--- src/rtl/owdm_pkg.sv ---
// shared types, constants and elaboration-time functions of the omni wheel drive mixer
`default_nettype none

package owdm_pkg;

  localparam int TRIG_FRAC_BITS  = 15;
  localparam int SPEED_FRAC_BITS = 8;

  localparam int HEAD_W  = 9;
  localparam int SPEED_W = 7;
  localparam int DUTY_W  = 8;
  localparam int ANGLE_W = 7;

  localparam logic [SPEED_W-1:0] SPEED_LIMIT_RST = 7'd100;
  localparam logic [ANGLE_W-1:0] WHEEL_ANGLE_RST = 7'd45;

  typedef enum logic [0:0] {
    REG_SPEED_LIMIT = 1'b0,
    REG_WHEEL_ANGLE = 1'b1
  } cfg_reg_e;

  typedef struct packed {
    logic zero_all;
    logic n1_zero;
    logic n2_zero;
    logic n1_large;
    logic n1_neg;
    logic n2_neg;
  } mix_flags_t;

  // shift and subtract quotient, used only while building tables
  function automatic longint unsigned udiv_u64(input longint unsigned a,
                                               input longint unsigned b);
    longint unsigned q;
    longint unsigned r;
    q = '0;
    r = '0;
    for (int i = 63; i >= 0; i--) begin
      r = {r[62:0], a[i]};
      if (r >= b) begin
        r    = r - b;
        q[i] = 1'b1;
      end
    end
    return q;
  endfunction

  function automatic longint sine_q30(input int k);
    longint unsigned x;
    longint unsigned x2;
    longint unsigned term;
    longint          sum;
    x    = longint'(k) * 64'd18740330;
    x2   = (x * x) >> 30;
    term = x;
    sum  = longint'(x);
    for (int n = 1; n <= 7; n++) begin
      term = (term * x2) >> 30;
      term = udiv_u64(term, 64'((2 * n) * (2 * n + 1)));
      if (n[0] == 1'b1) begin
        sum = sum - longint'(term);
      end else begin
        sum = sum + longint'(term);
      end
    end
    if (sum < 0) begin
      sum = 0;
    end
    if (sum > (longint'(1) << 30)) begin
      sum = longint'(1) << 30;
    end
    return sum;
  endfunction

  function automatic longint sine_quarter(input int k, input int t);
    longint s;
    s = sine_q30(k);
    return (s + (longint'(1) << (29 - t))) >> (30 - t);
  endfunction

endpackage

`default_nettype wire

--- src/rtl/owdm_drive.sv ---
// wheel speed clamp, direction bit and pwm duty for one motor
`default_nettype none

module owdm_drive #(
  parameter int SPEED_FRAC_BITS = owdm_pkg::SPEED_FRAC_BITS
) (
  input  wire logic                                              clk_i,
  input  wire logic                                              en_i,
  input  wire logic signed [owdm_pkg::SPEED_W+SPEED_FRAC_BITS:0] speed_i,
  input  wire logic [owdm_pkg::SPEED_W-1:0]                      limit_i,
  output logic                                                   reverse_o,
  output logic [owdm_pkg::DUTY_W-1:0]                            duty_o
);
  import owdm_pkg::*;

  localparam int F  = SPEED_FRAC_BITS;
  localparam int QW = SPEED_W + F;
  localparam int SW = QW + 1;
  localparam int XW = 15;
  localparam logic [QW-1:0] FULL100 = QW'(100) << F;
  localparam logic [15:0]   RECIP100 = 16'd41944;

  logic signed [SW-1:0] lim_s;
  logic signed [SW-1:0] s_cl;
  logic signed [SW-1:0] s_mag;
  logic [QW-1:0]        v;
  logic [QW+7:0]        v_prod;
  logic                 neg;

  always_comb begin
    lim_s = $signed({1'b0, limit_i, F'(0)});
    if (speed_i > lim_s) begin
      s_cl = lim_s;
    end else if (speed_i < -lim_s) begin
      s_cl = -lim_s;
    end else begin
      s_cl = speed_i;
    end
    neg   = s_cl[SW-1];
    s_mag = -s_cl;
    if (!neg) begin
      v = s_cl[QW-1:0];
    end else if (s_mag[QW-1:0] > FULL100) begin
      v = '0;
    end else begin
      v = FULL100 - s_mag[QW-1:0];
    end
    v_prod = v * 8'd255;
  end

  logic          rev_a_q;
  logic [XW-1:0] x_a_q;
  logic          rev_b_q;
  logic [7:0]    duty_b_q;
  logic [XW+15:0] q_prod;
  logic [8:0]    q_div;

  always_comb begin
    q_prod = x_a_q * RECIP100;
    q_div  = q_prod[XW+15:22];
  end

  always_ff @(posedge clk_i) begin
    if (en_i) begin
      rev_a_q  <= neg;
      x_a_q    <= v_prod[F +: XW];
      rev_b_q  <= rev_a_q;
      duty_b_q <= (q_div > 9'd255) ? 8'd255 : q_div[7:0];
    end
  end

  assign reverse_o = rev_b_q;
  assign duty_o    = duty_b_q;

endmodule

`default_nettype wire

--- config.mk ---
export PLATFORM = sky130hd
export DESIGN_NAME = owdm_drive
export DESIGN_NICKNAME = d
export VERILOG_FILES = /design/src/rtl/owdm_pkg.sv /design/src/rtl/owdm_drive.sv
export SDC_FILE = /design/constraint.sdc
export NUM_CORES = 1
export LEC_CHECK = 0
export ABC_AREA = 0
export BUFFER_PORTS_ARGS = -buffer_cell sky130_fd_sc_hd__buf_2
export CORE_MARGIN = 3
export CORE_UTILIZATION = 60
export CTS_BUF_LIST = sky130_fd_sc_hd__clkbuf_2
export DETAILED_ROUTE_END_ITERATION = 8
export PLACE_DENSITY = 0.75
export SYNTH_ARGS = -nofsm -noshare
export SYNTH_HDL_FRONTEND = slang
export SYNTH_SLANG_ARGS = --single-unit
--- constraint.sdc ---
create_clock -name clk_i -period 17.2 [get_ports clk_i]
set_clock_uncertainty 0.1 [all_clocks]
set_input_delay 1.72 -clock clk_i [delete_from_list [all_inputs] [get_ports clk_i]]
set_output_delay 1.72 -clock clk_i [all_outputs]
set_load 0.02 [all_outputs]
; Yosys cells after proc, flatten, opt, wreduce, memory -nomap -nowiden
; Index checks and enable logic that the tools add are counted.
[op_classes]
magnitude_cmp = 4
n_mux = 4
mul = 2
addsub = 3
[ops]
columns = operator, n
row1 = 2-to-1 mux 16 bit, 2
row2 = 2-to-1 mux 15 bit, 2
row3 = "multiplier 15 x 13 -> 28 bit, second input constant", 1
row4 = "multiplier 15 x 8 -> 23 bit, second input constant", 1
row5 = > comparator 16 bit, 1
row6 = less-than comparator 16 bit, 1
row7 = negation 15 -> 16 bit, 1
row8 = "> comparator 15 bit, second input constant", 1
row9 = negation 15 bit, 1
row10 = "subtractor 15 bit, first input constant", 1
row11 = "> comparator 9 x 8 -> 1 bit, second input constant", 1
[word_totals]
output_inout_bits = 9
reg_bits = 25
input_bits = 25

; Longest topological paths before layout
[depth]
depth_word = 9
mapped_depth = 41
ltp_nobuf = 38

; Worst setup path after synthesis
; No wires, ideal clock.
[synth_path]
path_type = input to register
startpoint = input limit_i[0] in the netlist's numbering
endpoint = register x_a_q[14] (data pin)
t_arrival_ps = 10288
setup_slack_ps = 6552
path_stages = 39
setup_time_ps = 260
cell_sequence = inv_1 -> ha_1 -> and3_1 -> xnor2_1 -> ha_1 -> a41oi_1 -> a221oi_1 -> o31ai_4 -> buf_4 -> nor2_1 -> clkbuf_1 -> nand2_1 -> ha_1 -> clkbuf_1 -> nor3_1 -> or4b_1 -> a21o_1 -> and4b_2 -> [... 3 more ...] -> fa_1 -> inv_1 -> ha_1 -> inv_1 -> fa_1 -> inv_1 -> fa_1 -> ha_1 -> or3_1 -> o221ai_1 -> a21boi_0 -> o21a_1 -> nor2_1 -> o21a_1 -> o211ai_1 -> a311o_1 -> a21oi_1 -> xnor2_1
[synth_via]
elab_chain_len = 9
[synth_lines]
columns = element, line_no
row1 = start: declaration, owdm_drive.sv:10  ; input wire logic [owdm_pkg::SPEED_W-1:0] limit_i,
row2 = negation 15 -> 16 bit, "owdm_drive.sv:34, owdm_drive.sv:35"
row3 = less-than comparator 16 bit, owdm_drive.sv:34  ; end else if (speed_i < -lim_s) begin
row4 = 2-to-1 mux 16 bit, owdm_drive.sv:34
row5 = 2-to-1 mux 16 bit *, owdm_drive.sv:32  ; if (speed_i > lim_s) begin
row6 = negation 15 bit, owdm_drive.sv:40  ; s_mag = -s_cl;
row7 = subtractor 15 bit / > comparator 15 bit (equally long branches), "owdm_drive.sv:46, owdm_drive.sv:43"
row8 = 2-to-1 mux 15 bit, owdm_drive.sv:43  ; end else if (s_mag[QW-1:0] > FULL100) begin
row9 = 2-to-1 mux 15 bit *, owdm_drive.sv:41  ; if (!neg) begin
row10 = multiplier 15 x 8 -> 23 bit *, owdm_drive.sv:48  ; v_prod = v * 8'd255;
row11 = net v_prod[22], owdm_drive.sv:27  ; logic [QW+7:0] v_prod;
row12 = end signal: assignment, owdm_drive.sv:66  ; x_a_q <= v_prod[F +: XW];
row13 = end: declaration, owdm_drive.sv:52  ; logic [XW-1:0] x_a_q;
; Mark *: on every way through the listed nets, which the timed path passes. The rest lies on a longest branch.
; A chain may end at the register's enable or synchronous reset.

; Worst setup path after layout
; Ends and elaborated chain as after synthesis.

==> results.cfg <==
[worst_setup_path]
startpoint_type = input port
crit_arrival_ps = 11560
r2r-start = x_a_q[13]
max_stage_delay_ps = 660
crit_fanout = 18
cp_common_cell = ha_1
critical-path-slowest-cell = nor2_1
rr_endpoint = duty_o[2]
r2r_cells = 18
crit_required_ps = 17310
ff2ff_setup_slack_ps = 11300
end_kind = flop
worstSetupPathType = input port to flop

[global_routing]
grt_pass1_wl_um = 30120
overflow = 0
grt_antenna_before_repair = 1
grt_start_max_net_pins = 26
grt_pass1_vias = 6679
grt_usage_pct = 22.49

[placement]
gp_congestion = 0.9221
post-dp-hpwl_um = 15100
dp_cells = 1127
portBuffers = 33
pre_cts_slack_ps = 5310

[timing]
period_share_pct = 66.53
max_freq_mhz = 87.39
hold_violations = 0
setup_violations = 0
fin_ws_ps = 5757
setup_tns_ps = 0
period_needed_ps = 11440
tightest_slew_ps = 974.9
drv_slew = 0
relSlewSlack_pct = 34.41
rsz0062_at_grt = no

[drt]
ant_nets = 0
drt_drc_violations_left = 0
vias = 6230
avgRoutedWirePerCell_um = 14.99
drt-total-wl_um = 16970
drtIter0Drc = 199
vias_per_cell = 5.504
dr.pass1.iters = 4

[yosys]
syn_area_per_cell_um2 = 9.454
synthMostInstantiatedCell = inv_1
synthFlopType = edfxtp_1
ys_warn_count = 0
syn_nets = 1243
ys_ff_latch = 25
synth_edf_count = 25
synth_cells = 926
synth.largest_area_cell = fa_1
syn_area_mm2 = 0.008755
yosys-top-cells-count = 244 x inv_1, 159 x ha_1, 133 x fa_1, 40 x nor2_1, 39 x nand2_1
ys_async_sr_fraction_pct = 0
netlist.area_leader.share_pct = 30.41
ys_types = 82
synth.top_cells.by_area = fa_1 30%, ha_1 23%, inv_1 10%
synth-seq-area-share_pct = 8.575

[clock_tree]
cts.clk_slew.worst_paths_ps = 300
cts_tree = built
cts_hold_buffers = 0
postCtsSetupRepairBufs = 0
cts_buffers = 3
clk-insertion-delay-late_ps = 350
cts_num_sinks = 25
clockRootBuffer = clkbuf_2
htreeDepth = 1
ctsResizeCount = 0
cts_buffer_depth = 2

[worst_hold_path]
worstHoldStart = rev_a_q
hold_class = flop to flop
holdPathEnd = reverse_o
min_path_cells = 0

[die]
die_h_um = 126.8
start_util_pct = 62.11
rows = 43
die_w_um = 126.8
dieArea_mm2 = 0.01608
ios = 34
design.core.area_mm2 = 0.01410

[layout]
seq_area_um2 = 750.7
nets = 1269
drive_gt1_share_pct = 6.519
finalNonFillerCells = 1132
syn_to_final_growth_pct = 4.030
fill_cells = 1186
multi_input_area_mm2 = 0.007010

[job]
drv_cap = 0

[outcome]
outcome = finished, final reports clean
[through the flow]
step	hold slack, ps	area (µm²)	utilization (%)
CTS	358.3	9105	64.59
finish	358.5	9107	64.61
global route	385.8	9107	64.61
floorplan	300.3	8755	-
global placement	301.1	9082	64.43
detailed placement	308.1	9082	64.43
[per-layer routing]
layer  wire length (µm)  up-vias  global-route usage [%]  share of wire [%]
met3                245       15                  0.7579                1.4
met5                  0        -                       0                  0
met1               7372     3047                   28.34                 43
li1                   -     3082                       -                  -
met4                197        0                   3.849                1.2
met2               9156       86                   43.37                 54
[cells by family (layout without fill, tap and decap cells)]
group / count (synthesis) / count (layout) / share of synthesized area (%)
mux: 12 / 12 / 1.558
fa+ha+maj: 292 / 292 / 53.14
xor+xnor: 40 / 40 / 4.088
compound gates: 148 / 148 / 12.35
buf+inv: 259 / 284 / 11.35
simple gates: 150 / 150 / 8.946
other cells: 0 / 1 / 0
flops: 25 / 25 / 8.575
[sequential cells by signal, summed over array words and instances (netlist names)]
name       count
duty_o         8
x_a_q         15
rev_a_q        1
reverse_o      1
[critical path: cells and delay by family]
family | cells | cell delay (ps)
AO/OA/AOI/OAI | 14 | 3150
XOR/XNOR | 2 | 220
adder cells (fa/ha/maj) | 8 | 3060
buffers and inverters | 6 | 630
AND/OR/NAND/NOR | 8 | 2760
[cell type report]
cell class                      count  area share [%]
Antenna cell                        1         0.02748
Clock buffer                        3          0.1649
Clock inverter                      1         0.08243
Inverter                          246           10.14
Multi-Input combinational cell    642           76.97
Sequential cell                    25           8.243
Tap cell                          180           2.473
Timing Repair Buffer               34           1.896
[worst max path at each step]
| stage | end | depth (start not counted) | from | slack (ps) |
|---|---|---|---|---|
| 3_5_place_dp | x_a_q[14] | 37 | limit_i[1] | 5310 |
| 3_3_place_gp | x_a_q[14] | 37 | limit_i[1] | 5560 |
| 4_1_cts | x_a_q[14] | 37 | limit_i[2] | 5780 |
| 5_1_grt | x_a_q[14] | 39 | limit_i[2] | 5090 |
| 2_1_floorplan | x_a_q[14] | 39 | limit_i[0] | 6550 |
| 6_report | x_a_q[14] | 38 | limit_i[0] | 5760 |
[layout by cell type (no fill, tap or decap), types with 5 or more instances in the layout]
| master | synthesis | final |
|---|---|---|
| o21ai_0 | 21 | 21 |
| and3_1 | 5 | 5 |
| buf_2 | 2 | 33 |
| nand2_1 | 39 | 39 |
| nor3_1 | 14 | 14 |
| xnor2_1 | 28 | 28 |
| o21a_1 | 13 | 13 |
| or3_1 | 5 | 5 |
| nor2_1 | 40 | 40 |
| fa_1 | 133 | 133 |
| inv_1 | 244 | 244 |
| nand2b_1 | 5 | 5 |
| ha_1 | 159 | 159 |
| edfxtp_1 | 25 | 25 |
| o31ai_1 | 5 | 5 |
| mux2i_1 | 8 | 8 |
| a21o_1 | 13 | 13 |
| a21oi_1 | 28 | 28 |
| xor2_1 | 11 | 11 |
| nand3_1 | 12 | 12 |
Power is left out: the tool's default activity adds up to more than one toggle a clock period on the data nets, which glitch-free logic cannot reach.
