<file path="src/rtl/owdm_pkg.sv">
// shared types, constants and elaboration-time functions of the omni wheel drive mixer
`default_nettype none

package owdm_pkg;

  localparam int TRIG_FRAC_BITS  = 15;
  localparam int SPEED_FRAC_BITS = 8;

  localparam int HEAD_W  = 9;
  localparam int SPEED_W = 7;
  localparam int DUTY_W  = 8;
  localparam int ANGLE_W = 7;

  localparam logic [SPEED_W-1:0] SPEED_LIMIT_RST = 7'd100;
  localparam logic [ANGLE_W-1:0] WHEEL_ANGLE_RST = 7'd45;

  typedef enum logic [0:0] {
    REG_SPEED_LIMIT = 1'b0,
    REG_WHEEL_ANGLE = 1'b1
  } cfg_reg_e;

  typedef struct packed {
    logic zero_all;
    logic n1_zero;
    logic n2_zero;
    logic n1_large;
    logic n1_neg;
    logic n2_neg;
  } mix_flags_t;

  // shift and subtract quotient, used only while building tables
  function automatic longint unsigned udiv_u64(input longint unsigned a,
                                               input longint unsigned b);
    longint unsigned q;
    longint unsigned r;
    q = '0;
    r = '0;
    for (int i = 63; i >= 0; i--) begin
      r = {r[62:0], a[i]};
      if (r >= b) begin
        r    = r - b;
        q[i] = 1'b1;
      end
    end
    return q;
  endfunction

  function automatic longint sine_q30(input int k);
    longint unsigned x;
    longint unsigned x2;
    longint unsigned term;
    longint          sum;
    x    = longint'(k) * 64'd18740330;
    x2   = (x * x) >> 30;
    term = x;
    sum  = longint'(x);
    for (int n = 1; n <= 7; n++) begin
      term = (term * x2) >> 30;
      term = udiv_u64(term, 64'((2 * n) * (2 * n + 1)));
      if (n[0] == 1'b1) begin
        sum = sum - longint'(term);
      end else begin
        sum = sum + longint'(term);
      end
    end
    if (sum < 0) begin
      sum = 0;
    end
    if (sum > (longint'(1) << 30)) begin
      sum = longint'(1) << 30;
    end
    return sum;
  endfunction

  function automatic longint sine_quarter(input int k, input int t);
    longint s;
    s = sine_q30(k);
    return (s + (longint'(1) << (29 - t))) >> (30 - t);
  endfunction

endpackage

`default_nettype wire

</file>
<file path="src/rtl/owdm_div.sv">
// pipelined restoring divider, one quotient bit per stage
`default_nettype none

module owdm_div #(
  parameter int QW = owdm_pkg::SPEED_W + owdm_pkg::SPEED_FRAC_BITS,
  parameter int MW = 32
) (
  input  wire logic                 clk_i,
  input  wire logic                 rst_ni,
  input  wire logic                 en_i,
  input  wire logic                 valid_i,
  input  wire owdm_pkg::mix_flags_t flags_i,
  input  wire logic [QW-1:0]        full_i,
  input  wire logic [QW+MW-1:0]     num_i,
  input  wire logic [MW-1:0]        div_i,
  output logic                      valid_o,
  output owdm_pkg::mix_flags_t      flags_o,
  output logic [QW-1:0]             full_o,
  output logic [QW-1:0]             quo_o
);
  import owdm_pkg::*;

  logic             v_q    [QW];
  mix_flags_t       fl_q   [QW];
  logic [QW-1:0]    full_q [QW];
  logic [MW-1:0]    rem_q  [QW];
  logic [QW-1:0]    low_q  [QW];
  logic [QW-1:0]    quo_q  [QW];
  logic [MW-1:0]    dv_q   [QW];

  for (genvar j = 0; j < QW; j++) begin : g_stage
    logic             v_in;
    mix_flags_t       fl_in;
    logic [QW-1:0]    full_in;
    logic [MW-1:0]    rem_in;
    logic [QW-1:0]    low_in;
    logic [QW-1:0]    quo_in;
    logic [MW-1:0]    dv_in;
    logic [MW:0]      trial;
    logic             ge;
    logic [MW:0]      diff;

    if (j == 0) begin : g_first
      assign v_in    = valid_i;
      assign fl_in   = flags_i;
      assign full_in = full_i;
      assign rem_in  = num_i[QW+MW-1:QW];
      assign low_in  = num_i[QW-1:0];
      assign quo_in  = '0;
      assign dv_in   = div_i;
    end else begin : g_next
      assign v_in    = v_q[j-1];
      assign fl_in   = fl_q[j-1];
      assign full_in = full_q[j-1];
      assign rem_in  = rem_q[j-1];
      assign low_in  = low_q[j-1];
      assign quo_in  = quo_q[j-1];
      assign dv_in   = dv_q[j-1];
    end

    always_comb begin
      trial = {rem_in, low_in[QW-1]};
      ge    = (trial >= {1'b0, dv_in});
      diff  = trial - {1'b0, dv_in};
    end

    always_ff @(posedge clk_i or negedge rst_ni) begin
      if (!rst_ni) begin
        v_q[j] <= 1'b0;
      end else if (en_i) begin
        v_q[j] <= v_in;
      end
    end

    always_ff @(posedge clk_i) begin
      if (en_i) begin
        fl_q[j]   <= fl_in;
        full_q[j] <= full_in;
        rem_q[j]  <= ge ? diff[MW-1:0] : trial[MW-1:0];
        low_q[j]  <= low_in << 1;
        quo_q[j]  <= {quo_in[QW-2:0], ge};
        dv_q[j]   <= dv_in;
      end
    end
  end

  assign valid_o = v_q[QW-1];
  assign flags_o = fl_q[QW-1];
  assign full_o  = full_q[QW-1];
  assign quo_o   = quo_q[QW-1];

  a_rem_below_div: assert property (@(posedge clk_i) disable iff (!rst_ni)
    v_q[QW-1] |-> (rem_q[QW-1] < dv_q[QW-1]))
    else $error("divider remainder not below divisor");

endmodule

`default_nettype wire

</file>
<file path="config.mk">
export PLATFORM = sky130hd
export DESIGN_NAME = owdm_div
export DESIGN_NICKNAME = d
export VERILOG_FILES = /design/src/rtl/owdm_pkg.sv /design/src/rtl/owdm_div.sv
export SDC_FILE = /design/constraint.sdc
export NUM_CORES = 2
export LEC_CHECK = 0
export BUFFER_PORTS_ARGS = -buffer_cell sky130_fd_sc_hd__buf_2
export CORE_ASPECT_RATIO = 0.6
export CORE_UTILIZATION = 60
export CTS_CLUSTER_DIAMETER = 200
export DETAILED_ROUTE_END_ITERATION = 7
export PLACE_DENSITY_LB_ADDON = 0.3
export SLEW_MARGIN = 20
export SYNTH_ARGS = -nofsm -noshare
export SYNTH_HDL_FRONTEND = slang
export SYNTH_SLANG_ARGS = --single-unit
</file>
<file path="constraint.sdc">
create_clock -name clk_i -period 11.1 [get_ports clk_i]
set_input_delay 1.11 -clock clk_i [delete_from_list [all_inputs] [get_ports clk_i]]
set_output_delay 1.11 -clock clk_i [all_outputs]
set_load 0.01 [all_outputs]
</file>
* Yosys cells after proc, flatten, opt, wreduce, memory -nomap -nowiden
Memory sizes are Yosys's and may differ from the RTL's.
Cells that the tools add are included.
** Word-level totals
- Bits in writable memories :: 1710
- Word-level logic and storage cells :: 68
- Input port bits :: 104
- Memories :: 6
- Bits in registers :: 15
- Output and inout port bits :: 37
** Cells by class
- Mux-type cells :: 17
- $add $sub $neg :: 15
- $lt $le $gt $ge :: 15
** Memory list
- dv_q :: words 15, bits a word 32, read ports 14, clocked after Yosys merged registers in 0, write ports 15, RTL line owdm_div.sv:29 : logic [MW-1:0] dv_q [QW];
- rem_q :: words 15, bits a word 32, read ports 14, clocked after Yosys merged registers in 0, write ports 15, RTL line owdm_div.sv:26 : logic [MW-1:0] rem_q [QW];
- full_q :: words 15, bits a word 15, read ports 15, clocked after Yosys merged registers in 0, write ports 15, RTL line owdm_div.sv:25 : logic [QW-1:0] full_q [QW];
- quo_q :: words 15, bits a word 15, read ports 15, clocked after Yosys merged registers in 0, write ports 15, RTL line owdm_div.sv:28 : logic [QW-1:0] quo_q [QW];
- low_q :: words 15, bits a word 14, read ports 14, clocked after Yosys merged registers in 0, write ports 15, RTL line owdm_div.sv:27 : logic [QW-1:0] low_q [QW];
- fl_q :: words 15, bits a word 6, read ports 15, clocked after Yosys merged registers in 0, write ports 15, RTL line owdm_div.sv:24 : mix_flags_t fl_q [QW];
** Operator list (count)
- 33-bit by 32-bit greater-or-equal comparator with 1-bit output :: 15
- 32-bit 2-to-1 mux :: 15
- 32-bit subtractor :: 15
- 1-bit 2-to-1 mux :: 2

* Depth between registers and ports, before layout
An unclocked memory read counts as a cell.
- Word-level depth :: 3
- Depth in mapped cells :: 16
- Mapped depth without buffers :: 14

* Least setup slack after synthesis
Ideal clock, no wire load.
- Path kind :: input to register
- Start :: in num_i[14]
- End :: mem rem_q[0][26] (data pin)
- Setup time :: 260 ps
- Arrival time :: 3790 ps
- Data required time :: 10840 ps
- Stages on the path :: 14
- Path slack :: 7050 ps
- Buffers on the path :: 0
- Path through :: inv_1 ha_1 fa_1 nor2b_1 o21ai_0 a21boi_0 o21ai_0 a211oi_1 o21a_1 o21ai_0 o21ai_0 a21oi_1 o211a_1 mux2_2
** RTL lines
- start, declared :: RTL line owdm_div.sv:14 : input wire logic [QW+MW-1:0] num_i,
- end, declared :: RTL line owdm_div.sv:26

==> impl_metrics.csv <==
group,metric,value,unit
run_status,status,"finished, final reports clean",
timing,fin_crit,4810,ps
cts,cts_hold_buf,0,
pwr,power_density,279,nW/um^2
critical_path,crit_start,"dv_q[1][33]$_DFFE_PP_",
pwr,p_comb_share,41.9,%
floorplanning,core_area,122000,um^2
synthesis,yosysWarnings,0,
timing,hold_slack,250,ps
timing,setup_violations,0,
floorplanning,die_h,274,um
pwr,intPower,14.6,mW
critical_path,crit_arrival,5310,ps
floorplanning,fp.dieW,455,um
pwr,p_leak,32.9,nW
floorplanning,die_area,125000,um^2
global_route,track_usage,25.2,%
critical_path,start_kind,"flip-flop",
timing,rsz0062_at_grt,"false",
critical_path,critical_path.max_fanout,55,
synthesis,synth_area_per_cell,12.5,um^2
critical_path,critPathMaxStageDelay,850,ps
layout,nets,6698,
critical_path,path_common_cell,"o21ai_0",
layout,num-fill-cells,8950,
global_route,grt_pass1_wl,245000,um
global_route,overflow,0,
global_route,grt_antenna_before_repair,7,
placement,dp_slack,6060,ps
placement,place_inst,7575,
layout,final_common_cell,"edfxtp_1",
timing,min_period_over_period,43.3,%
placement,dpl.hpwl,114000,um
flow_run,maxCapViolations,0,
pwr,switching_share,35.6,%
cts,cts_setup_buffers,0,
synthesis,synthArstFlopShare,1.03,%
layout,syn_to_final_growth,9.62,%
floorplanning,rows,99,
synthesis,syn_area,73900,um^2
cts,clockBufferDepth,3,
synthesis,yosysSeqAreaShare,58.9,%
route,viasPerCell,5.96,
critical_path,reg2reg_from,"dv_q[1][33]$_DFFE_PP_",
layout,fin_cells,7825,
cts,htreeDepth,4,
pwr,clkPwrFrac,21.4,%
synthesis,ys_seq_elements,1451,
route,ant_nets,0,
critical_path,endpoint_kind,"flip-flop",
critical_path,slowest_stage,"o311ai_0",
route,drt-total-wl,157000,um
synthesis,synth_edf_count,1436,
route,first_pass_iters,6,
pwr,seq_power_share,36.7,%
hold_path,holdCritPathClass,"in2async",
route,first_iter_violations,5300,
cts,cts_made_buffers,138,
route,num_vias,46600,
timing,setup_tns,0,ps
layout,layout_common_cells,"1,436 x edfxtp_1, 592 x inv_1, 480 x ha_1, 435 x a21oi_1, 321 x nand2_1",
cts,cts.sinks,1451,
global_route,grt_pass1_vias,43700,
timing,timing.slew.headroom,21.4,%
critical_path,cp_cell_sequence,"inv_1, ha_1, nor2b_1, o21ai_0, a21boi_0, o311ai_0, a211oi_1, nor3b_1, o21ai_0, a21oi_1, o21bai_4, buf_4, mux2_2",
cts,cts_resized,0,
cts,cts_tree,"yes",
timing,worst_slack,6290,ps
timing,hold_violations,0,
critical_path,worstPathRequired,11600,ps
critical_path,path_class,"reg2reg",
timing,worst_pin_slew,1170,ps
placement,place_congestion,0.968,
pwr,vdd_drop_max,191,uV
timing,max_freq,0.208,GHz
layout,drive_gt1_share,10.8,%
timing,finClkSkew,22.1,ps
placement,numPortBuffers,140,
cts,root_buffer,"clkbuf_16",
route,drcViolationCount,0,
cts,clkTransAtPathRegs,60,ps
timing,slew_violations,0,
cts,worst_skew_pair.late_latency,770,ps
synthesis,syn-num-nets,6525,
synthesis,synth_cells,5927,
pwr,netSwitchingPower,8.04,mW
synthesis,yosysUniqueCellTypes,89,
global_route,grt_max_degree,188,
synthesis,ys.flop_type,"edfxtp_1",
floorplanning,io_pins,141,
floorplanning,initial_core_util,60.7,%
route,wl_per_cell,20.0,um
-- Yosys cell counts (9+ instances only) --
library cell / instances / area, um^2
a211o_1: 10 / 87.6
a211oi_1: 34 / 255
a21boi_0: 25 / 188
a21o_1: 291 / 2180
a21oi_1: 436 / 2180
a221oi_1: 9 / 78.8
a31o_2: 12 / 105
a31oi_1: 60 / 375
a41oi_1: 12 / 105
and2_1: 24 / 150
and3_1: 47 / 294
and4_1: 11 / 96.3
buf_2: 23 / 115
buf_4: 10 / 75.1
clkbuf_1: 102 / 383
dfrtp_1: 15 / 375
edfxtp_1: 1436 / 43100
fa_1: 14 / 280
ha_1: 480 / 6010
inv_1: 592 / 2220
mux2_1: 31 / 349
mux2_2: 235 / 2650
mux2i_1: 18 / 180
nand2_1: 321 / 1200
nand2b_1: 60 / 375
nand3_1: 90 / 450
nand4_1: 71 / 444
nor2_1: 290 / 1090
nor2b_1: 82 / 513
nor3_1: 52 / 260
nor3b_1: 10 / 75.1
nor4_1: 18 / 113
o211ai_1: 19 / 143
o21a_1: 57 / 428
o21ai_0: 286 / 1430
o21ai_1: 19 / 95.1
o21bai_1: 56 / 420
o31a_1: 10 / 87.6
o31ai_1: 20 / 150
or2_2: 16 / 100
or3_1: 18 / 113
xnor2_1: 233 / 2040
xor2_1: 151 / 1320
-- path summary, 6_finish.rpt --
| kind | to | slack, ps | cells past startpoint |
|---|---|---|---|
| worst max-delay path | rem_q[0][138]$_DFFE_PP_ | 6290 | 13 |
| worst min-delay path | g_stage[3].v_in$_DFFE_PN0P_ | 250 | 1 |
| max in group asynchronous | g_stage[10].v_in$_DFFE_PN0P_ | 10600 | 1 |
| min in group clk_i | quo_q[6][5]$_DFFE_PP_ | 410 | 0 |
| worst max register to register | rem_q[0][138]$_DFFE_PP_ | 6290 | 13 |
| worst min register to register | quo_q[6][5]$_DFFE_PP_ | 410 | 0 |
-- registers in the layout (all words and copies together) (netlist names) --
name / cells
dv_q: 448
rem_q: 448
fl_q: 90
full_q: 225
low_q: 105
quo_q: 120
g_stage.v_in: 14
valid_o: 1
-- power by group through the flow --
stage                     Clock, mW  Combinational (mW)  Sequential, mW
after floorplan                   0                7.11            8.15
after global placement            0                8.83            8.38
after detailed placement          0                9.16            8.40
after CTS                      4.95                9.25            8.30
after global routing           5.16                10.4            8.42
final                          4.83                9.47            8.29
-- worst max-delay path: cells and delay by family (launching register included) --
kind / cells / cell delay (ps)
fa+ha+maj: 1 / 230
flops: 1 / 430
buf+inv: 2 / 380
simple gates: 2 / 660
compound gates: 7 / 2420
mux: 1 / 360
-- cell families (layout without fill, tap and decap cells) --
kind of cell | after synthesis | in the layout | synth area share (%)
and+or+nand+nor | 1127 | 1127 | 7.35
adders and majority gates | 494 | 494 | 8.51
DFF | 1451 | 1451 | 58.9
buffers and inverters | 735 | 1016 | 3.86
AOI/OAI and AO/OA | 1452 | 1452 | 12.5
other | 0 | 1 | 0
muxes | 284 | 284 | 4.30
xor gates and xnor gates | 384 | 384 | 4.55
-- layer usage --
layer	up-vias	wire (um)	global-route usage [%]
met5	-	0	0
met4	0	2030	5.15
met3	164	18800	8.78
met2	1801	57500	31.1
met1	22400	78200	41.6
li1	22300	-	-
-- cell type report --
class                      instances  area, um^2  area share (%)
antenna                            1        2.50         0.00309
clock buffer                     161        3580            4.42
clock inverter                    87         980            1.21
inverter                         592        2220            2.74
multi-input combinational       3741       27600            34.1
sequential                      1451       43500            53.7
tap                             1616        2020            2.50
timing repair buffer             176        1050            1.29
-- stage by stage --
stage | util (%) | power [mW] | area [um^2]
6_report | 66.5 | 22.6 | 81000
5_1_grt | 66.5 | 24.0 | 81000
4_1_cts | 66.5 | 22.5 | 80900
3_5_place_dp | 62.7 | 17.6 | 76400
3_3_place_gp | 62.7 | 17.2 | 76400
2_1_floorplan | - | 15.3 | 73900
Power figures use the tool's default switching activity.
