[config.mk]
export PLATFORM = sky130hd
export DESIGN_NAME = owdm_trig
export DESIGN_NICKNAME = d
export VERILOG_FILES = /design/src/rtl/owdm_pkg.sv /design/src/rtl/owdm_trig.sv
export SDC_FILE = /design/constraint.sdc
export NUM_CORES = 2
export LEC_CHECK = 0
export ABC_CLOCK_PERIOD_IN_PS = 8300
export BUFFER_PORTS_ARGS = -buffer_cell sky130_fd_sc_hd__buf_2
export CAP_MARGIN = 20
export CORE_ASPECT_RATIO = 2
export CORE_UTILIZATION = 60
export CTS_CLUSTER_SIZE = 28
export DETAILED_ROUTE_END_ITERATION = 10
export PLACE_DENSITY = 0.89
export SLEW_MARGIN = 30
export SYNTH_ARGS = -nofsm -noshare
export SYNTH_HDL_FRONTEND = slang
export SYNTH_SLANG_ARGS = --single-unit
[constraint.sdc]
create_clock -name clk_i -period 8.3 [get_ports clk_i]
set_clock_uncertainty 0.1 [all_clocks]
set_input_delay 1.245 -clock clk_i [delete_from_list [all_inputs] [get_ports clk_i]]
set_output_delay 1.245 -clock clk_i [all_outputs]
set_load 0.05 [all_outputs]
[src/rtl/owdm_pkg.sv]
// shared types, constants and elaboration-time functions of the omni wheel drive mixer
`default_nettype none

package owdm_pkg;

  localparam int TRIG_FRAC_BITS  = 15;
  localparam int SPEED_FRAC_BITS = 8;

  localparam int HEAD_W  = 9;
  localparam int SPEED_W = 7;
  localparam int DUTY_W  = 8;
  localparam int ANGLE_W = 7;

  localparam logic [SPEED_W-1:0] SPEED_LIMIT_RST = 7'd100;
  localparam logic [ANGLE_W-1:0] WHEEL_ANGLE_RST = 7'd45;

  typedef enum logic [0:0] {
    REG_SPEED_LIMIT = 1'b0,
    REG_WHEEL_ANGLE = 1'b1
  } cfg_reg_e;

  typedef struct packed {
    logic zero_all;
    logic n1_zero;
    logic n2_zero;
    logic n1_large;
    logic n1_neg;
    logic n2_neg;
  } mix_flags_t;

  // shift and subtract quotient, used only while building tables
  function automatic longint unsigned udiv_u64(input longint unsigned a,
                                               input longint unsigned b);
    longint unsigned q;
    longint unsigned r;
    q = '0;
    r = '0;
    for (int i = 63; i >= 0; i--) begin
      r = {r[62:0], a[i]};
      if (r >= b) begin
        r    = r - b;
        q[i] = 1'b1;
      end
    end
    return q;
  endfunction

  function automatic longint sine_q30(input int k);
    longint unsigned x;
    longint unsigned x2;
    longint unsigned term;
    longint          sum;
    x    = longint'(k) * 64'd18740330;
    x2   = (x * x) >> 30;
    term = x;
    sum  = longint'(x);
    for (int n = 1; n <= 7; n++) begin
      term = (term * x2) >> 30;
      term = udiv_u64(term, 64'((2 * n) * (2 * n + 1)));
      if (n[0] == 1'b1) begin
        sum = sum - longint'(term);
      end else begin
        sum = sum + longint'(term);
      end
    end
    if (sum < 0) begin
      sum = 0;
    end
    if (sum > (longint'(1) << 30)) begin
      sum = longint'(1) << 30;
    end
    return sum;
  endfunction

  function automatic longint sine_quarter(input int k, input int t);
    longint s;
    s = sine_q30(k);
    return (s + (longint'(1) << (29 - t))) >> (30 - t);
  endfunction

endpackage

`default_nettype wire

[src/rtl/owdm_trig.sv]
// sine table lookup of heading and wheel angle, then the two cross products
`default_nettype none

module owdm_trig #(
  parameter int TRIG_FRAC_BITS = owdm_pkg::TRIG_FRAC_BITS
) (
  input  wire logic                                     clk_i,
  input  wire logic                                     rst_ni,
  input  wire logic                                     en_i,
  input  wire logic                                     valid_i,
  input  wire logic [owdm_pkg::HEAD_W-1:0]              heading_i,
  input  wire logic [owdm_pkg::SPEED_W-1:0]             speed_i,
  input  wire logic [owdm_pkg::ANGLE_W-1:0]             angle_i,
  output logic                                          valid_o,
  output logic signed [2*(TRIG_FRAC_BITS+2)-1:0]        p_csa_o,
  output logic signed [2*(TRIG_FRAC_BITS+2)-1:0]        p_sca_o,
  output logic [owdm_pkg::SPEED_W-1:0]                  speed_o
);
  import owdm_pkg::*;

  localparam int T  = TRIG_FRAC_BITS;
  localparam int TW = T + 2;
  localparam int PW = 2 * TW;

  logic [T:0] sin_tab [91];

  for (genvar g = 0; g < 91; g++) begin : g_sin
    assign sin_tab[g] = (T+1)'(sine_quarter(g, T));
  end

  function automatic logic [7:0] quad_map(input logic [HEAD_W-1:0] a);
    logic             neg;
    logic [HEAD_W-1:0] r;
    neg = 1'b0;
    if (a <= 9'd90) begin
      r = a;
    end else if (a <= 9'd180) begin
      r = 9'd180 - a;
    end else if (a <= 9'd270) begin
      r   = a - 9'd180;
      neg = 1'b1;
    end else begin
      r   = 9'd360 - a;
      neg = 1'b1;
    end
    return {neg, r[6:0]};
  endfunction

  logic [HEAD_W-1:0]  h_mod;
  logic [HEAD_W:0]    hc_sum;
  logic [HEAD_W-1:0]  hc_mod;
  logic [7:0]         s_map;
  logic [7:0]         c_map;
  logic [ANGLE_W-1:0] al;
  logic signed [TW-1:0] s_val, c_val, sa_val, ca_val;

  always_comb begin
    h_mod  = (heading_i >= 9'd360) ? heading_i - 9'd360 : heading_i;
    hc_sum = {1'b0, h_mod} + 10'd90;
    hc_mod = (hc_sum >= 10'd360) ? HEAD_W'(hc_sum - 10'd360) : hc_sum[HEAD_W-1:0];
    s_map  = quad_map(h_mod);
    c_map  = quad_map(hc_mod);
    if (angle_i == 7'd0) begin
      al = 7'd1;
    end else if (angle_i > 7'd89) begin
      al = 7'd89;
    end else begin
      al = angle_i;
    end
    s_val  = s_map[7] ? -$signed({1'b0, sin_tab[s_map[6:0]]})
                      :  $signed({1'b0, sin_tab[s_map[6:0]]});
    c_val  = c_map[7] ? -$signed({1'b0, sin_tab[c_map[6:0]]})
                      :  $signed({1'b0, sin_tab[c_map[6:0]]});
    sa_val = $signed({1'b0, sin_tab[al]});
    ca_val = $signed({1'b0, sin_tab[7'd90 - al]});
  end

  logic                  v1_q;
  logic signed [TW-1:0]  s_q, c_q, sa_q, ca_q;
  logic [SPEED_W-1:0]    spd1_q;
  logic                  v2_q;
  logic signed [PW-1:0]  p_csa_q, p_sca_q;
  logic [SPEED_W-1:0]    spd2_q;

  always_ff @(posedge clk_i or negedge rst_ni) begin
    if (!rst_ni) begin
      v1_q <= 1'b0;
      v2_q <= 1'b0;
    end else if (en_i) begin
      v1_q <= valid_i;
      v2_q <= v1_q;
    end
  end

  always_ff @(posedge clk_i) begin
    if (en_i) begin
      s_q     <= s_val;
      c_q     <= c_val;
      sa_q    <= sa_val;
      ca_q    <= ca_val;
      spd1_q  <= speed_i;
      p_csa_q <= c_q * sa_q;
      p_sca_q <= s_q * ca_q;
      spd2_q  <= spd1_q;
    end
  end

  assign valid_o = v2_q;
  assign p_csa_o = p_csa_q;
  assign p_sca_o = p_sca_q;
  assign speed_o = spd2_q;

endmodule

`default_nettype wire

* Word-level counts from Yosys, hierarchy flattened *
Memories as Yosys holds them, arrays and structs flattened. A register that Yosys moved wholly into a read port is not among the register bits.
Index checks and enable logic that the tools add are counted.

word-level totals
  bits in registers = 118
  bits in read-only memories = 8192
  bits of input ports = 27
  memories kept = 4

cells by class
  bitwise gates (word level) = 4
  $lt $le $gt $ge = 11
  multipliers = 2
  add/subtract/negate cells = 12
  reductions and logical operators = 1
  mux-type cells = 20

memory list
  memory            words  bits a word  rd ports  clocked after Yosys merged registers in  write ports  RTL line         RTL
  (name not given)  128    16           1         1                                        0            owdm_trig.sv:75  ca_val = $signed({1'b0, sin_tab[7'd90 - al]});
  (name not given)  128    16           1         1                                        0            owdm_trig.sv:74  sa_val = $signed({1'b0, sin_tab[al]});
  (name not given)  128    16           1         0                                        0            owdm_trig.sv:73  : $signed({1'b0, sin_tab[c_map[6:0]]});
  (name not given)  128    16           1         0                                        0            owdm_trig.sv:71  : $signed({1'b0, sin_tab[s_map[6:0]]});

operators by type and width
  cell                    count
  $mux W16                6
  $mul A17 B17 Y34        2
  $mux W7                 8
  $neg A16 Y17            2
  $not A7 Y8              4
  $sub A7 B7 Y7 const A   3
  $le A9 B7 Y1 const B    2
  $le A9 B8 Y1 const B    2
  $le A9 B9 Y1 const B    2
  $mux W9                 2
  $sub A9 B9 Y9 const B   2
  $ge A8 B8 Y1 const B    2
  $sub A6 B7 Y7 const A   2
  $sub A7 B6 Y7 const B   2
  $add A9 B7 Y10 const B  1
  $ge A10 B9 Y1 const B   1
  $ge A9 B9 Y1 const B    1
  $gt A7 B7 Y1 const B    1
  $logic_not A7 Y1        1
  $mux W1                 4

* Longest topological paths before layout *
  depth after elaboration = 15
  gate-level depth with buffers = 36
  gate-level depth less buffers = 32

* Least setup slack after synthesis *
Ideal clock, no wire load.

  path type = in2reg
  start = input port heading_i[3] in the netlist's numbering
  end = register c_q[12], data pin
  path buffers = 5
  setup time = 0.266 ns
  required time = 7.934 ns
  arrival = 8.011 ns
  slack = -0.077 ns
  cell stages on the path = 33
  cells stage by stage = buf_2 -> inv_1 -> ha_1 -> and3b_1 -> buf_2 -> a211oi_1 -> o22ai_2 -> ha_1 -> nand2_1 -> o211a_1 -> nand3_1 -> a21o_1 -> inv_1 -> ha_1 -> nand3_1 -> o211ai_1 -> mux2_2 -> a32o_1 -> a21o_1 -> buf_2 -> a31oi_1 -> o21a_1 -> clkbuf_1 -> ha_1 -> clkbuf_1 -> nor2_1 -> o31a_1 -> a221oi_1 -> ha_1 -> nand2_1 -> nor3_1 -> a41oi_1 -> xor2_1

on the way
  cells in the longest elaborated chain, start to end = 15
  elaborated cells between the ends (all ways) = 24
  classes of those cells = add/sub (7); order compare (5); mux (10); bitwise (1); memory (1)

RTL lines
  element                                                RTL line                          RTL
  start, declared                                        owdm_trig.sv:11                   input wire logic [owdm_pkg::HEAD_W-1:0] heading_i,
  $sub A9 B9 Y9 / $ge A9 B9 Y1 (equally long branches)   owdm_trig.sv:58                   h_mod = (heading_i >= 9'd360) ? heading_i - 9'd360 : heading_i;
  $mux W9 *                                              owdm_trig.sv:58
  $add A9 B7 Y10 *                                       owdm_trig.sv:59                   hc_sum = {1'b0, h_mod} + 10'd90;
  $sub A9 B9 Y9 / $ge A10 B9 Y1 (equally long branches)  owdm_trig.sv:60                   hc_mod = (hc_sum >= 10'd360) ? HEAD_W'(hc_sum - 10'd360) : hc_sum[HEAD_W-1:0];
  $mux W9 *                                              owdm_trig.sv:60
  $le A9 B9 Y1, or another cell as far along             owdm_trig.sv:39                   end else if (a <= 9'd270) begin
  $mux W7                                                owdm_trig.sv:39
  $mux W7                                                owdm_trig.sv:37                   end else if (a <= 9'd180) begin
  $mux W7                                                owdm_trig.sv:35                   if (a <= 9'd90) begin
  $not A7 Y8 (not written as such)                       owdm_trig.sv:72, owdm_trig.sv:73
  $mem_v2 Z128 W16                                       n/a
  $mux W16 (not written as such) (2 in series)           owdm_trig.sv:73
  $neg A16 Y17                                           owdm_trig.sv:72                   c_val = c_map[7] ? -$signed({1'b0, sin_tab[c_map[6:0]]})
  $mux W16 *                                             owdm_trig.sv:72
  net c_val[12]                                          owdm_trig.sv:55                   logic signed [TW-1:0] s_val, c_val, sa_val, ca_val;
  end signal, assigned                                   owdm_trig.sv:98                   c_q <= c_val;
  end, declared                                          owdm_trig.sv:79                   logic signed [TW-1:0] s_q, c_q, sa_q, ca_q;

The timed path passes the listed nets; every way through them passes the cells marked *. The select of a mux whose other input is x is not followed.
A chain may end at the register's enable or synchronous reset.

* Worst setup path after layout *
  start = register ca_q[2]
  end = register p_sca_q[30], in the netlist p_sca_o[30], data pin

on the way
  cells in the longest elaborated chain, start to end = 1

RTL lines
  element               RTL line          RTL
  start, declared       owdm_trig.sv:79
  $mul A17 B17 Y34      owdm_trig.sv:103  p_sca_q <= s_q * ca_q;
  end signal, assigned  owdm_trig.sv:103
  end, declared         owdm_trig.sv:82   logic signed [PW-1:0] p_csa_q, p_sca_q;

Every way passes these cells.

==> impl_metrics.ini <==
[clocking]
clkTransAtPathRegs_ps = 70
cts.path.max_buffers = 2
cts_hold_buf = 0
clk_latency_ps = 500
cts_buffers = 17
cts_tree = done
cts_root_buf = clkbuf_16
clock-sinks = 150
htreeDepth = 4

[drt]
drc_errors = 1
num_vias = 32200
final_antenna_net_count = 0
drtPass1Iterations = 11
drtIter0Drc = 3000
drt-total-wl_mm = 116
via_per_inst = 6.45
wire_per_inst_um = 23.3

[finish]
final_common_cell = inv_1
fin_util = 0.654
drive_gt1_frac = 0.0976
final_cell_mix = 675 x inv_1, 559 x fa_1, 541 x nand2_1
nets = 5039
nFillCells = 4623
area.growth.synth_to_final_pct = 7.16

[setup_path]
slowest_stage = a2111oi_1
slowest_delay_ps = 650
crit_family = compound AO/OA/AOI/OAI gates
critical_path_arrival_ps = 8040
cp-start-kind = flop
crit_buf_inv = 7
critPathKind = reg -> reg
end_kind = flop
cp.required_ps = 8450
cp_max_fo = 12
cp_common_cell = inv_1

[flow_run]
maxCapViolCount = 0

[timing]
fmax_mhz = 127
rsz0062_at_grt = false
slew_viol_final = 0
fin_crit_sh = 0.951
finalSetupViolCount = 0
max_slew_margin = 0.247
finalHoldViolCount = 0
min_period_ps = 7890
tightest_slew_ps = 1120

[min_path]
hold_class = reg -> reg

[synth]
synth_area_leader_cell = fa_1
yosysWarnings = 0
synth.top_cell.area_share = 0.315
synth_seq_cells = 150
syn_inst = 4171
avgSynthCellArea_um2 = 8.53
synthFlopType = edfxtp_1
synth.distinct_cells = 111
yosys-top-cells-area = fa_1 31%, edfxtp_1 12%, ha_1 8.2%
synth-edff-count = 148
yosysSeqAreaShare = 0.126
synthesis.area_um2 = 35600
synth_async_sr_flop_share = 0.0133
syn-num-nets = 4991

[grt]
grtUsageTotal = 0.398
antenna_found_initial = 4
grt_pass1_wl_mm = 183
grt_pass1_vias = 34600
grt-ovfl-total = 0
grt_max_degree = 85

[die]
die_h_um = 346
coreArea_um2 = 58300
pin_count = 103
rows = 125
dieArea_um2 = 60300
die_w_um = 174
start_util = 0.610

[status]
violations = DRC
status = finished with violations

[placed_design]
dpl.hpwl_mm = 90.0
io_buffer_count = 102
gp_congestion = 1.05
==> sequential cells by signal (all words and copies together), names as in the netlist <==
name	flops
c_q	17
ca_q	16
p_csa_o	34
p_sca_o	34
s_q	17
sa_q	16
spd1_q	7
speed_o	7
v1_q	1
valid_o	1
==> metrics by stage <==
step                area, µm²  instances  hold slack (ps)  setup TNS (ps)  setup WS [ps]
finish                  38100       4995              320               0            409
global route            38100       4994              333               0           2.52
CTS                     37900       4969              325               0            167
detailed placement      37300       4937              308           -11.9          -11.9
global placement        37300       4937              303               0            177
floorplan               35600       4171              300               0           48.2
==> path summary, 6_finish.rpt <==
check / from / end / slack, ps / cells after the start
min: spd1_q[2]$_DFFE_PP_ / speed_o[2]$_DFFE_PP_ / 320 / 0
max reg2reg: ca_q[2]$_DFFE_PP_ / p_sca_o[30]$_DFFE_PP_ / 410 / 30
max: ca_q[2]$_DFFE_PP_ / p_sca_o[30]$_DFFE_PP_ / 410 / 30
max in group asynchronous: rst_ni / valid_o$_DFFE_PN0P_ / 7580 / 1
min reg2reg: spd1_q[2]$_DFFE_PP_ / speed_o[2]$_DFFE_PP_ / 320 / 0
min in group asynchronous: rst_ni / v1_q$_DFFE_PN0P_ / 430 / 1
==> logic make-up (layout without fill, tap and decap cells) <==
| kind of cell | after synthesis | count (layout) | share of synthesized area |
|---|---|---|---|
| xor gates and xnor gates | 116 | 116 | 0.0297 |
| and+or+nand+nor | 1283 | 1283 | 0.171 |
| muxes | 33 | 33 | 0.0120 |
| buffers and inverters | 943 | 1004 | 0.102 |
| AOI/OAI and AO/OA | 852 | 852 | 0.162 |
| other | 1 | 2 | 0.000105 |
| DFF | 150 | 150 | 0.126 |
| adders and majority gates | 793 | 793 | 0.397 |
==> layer usage <==
layer,global-route usage,wire length (µm),share of wire
met1,0.368,35000,0.30
met2,0.703,59700,0.51
met3,0.0890,8660,0.074
met4,0.389,13000,0.11
met5,0,40,0.00034
==> layout make-up <==
type                            instances  area, µm²  area share
Clock buffer                           17        425      0.0112
Timing Repair Buffer                  288       1950      0.0512
Tap cell                              762        953      0.0250
Inverter                              684       2570      0.0674
Multi-Input combinational cell       3078      27600       0.723
Sequential cell                       150       4490       0.118
Clock inverter                         15        170     0.00446
Antenna cell                            1       2.50   0.0000656
==> Yosys cell counts (19+ instances only) <==
master    count
inv_1       675
ha_1        234
a221oi_1     19
o21ai_0     180
nor2_1      213
fa_1        559
a211oi_1     62
o31ai_1      19
xor2_1       27
a31oi_1      57
a21oi_1     189
nor3_1       71
a21o_1       19
xnor2_1      85
o211ai_1     55
edfxtp_1    148
o21a_1       20
nand2_1     541
buf_2        32
and2_1      245
clkbuf_1    203
nand3_1      74
==> worst reg2reg max path: cells and delay by family (launching register included) <==
| kind | cells | cell delay [ps] |
|---|---|---|
| compound gates | 12 | 3110 |
| fa+ha+maj | 7 | 2700 |
| buf+inv | 7 | 710 |
| simple gates | 3 | 530 |
| flops | 1 | 430 |
| xor+xnor | 1 | 80 |
==> repair_timing <==
| item | in CTS | in global routing |
|---|---|---|
| buffers inserted | 0 | 25 |
| endpoints found under the setup margin | 0 | 12 |
| endpoints found under the hold margin | 0 | 0 |
| gates resized for setup | 0 | 11 |
Power is left out: the tool's default activity adds up to more than one toggle a clock period on the data nets, which glitch-free logic cannot reach.
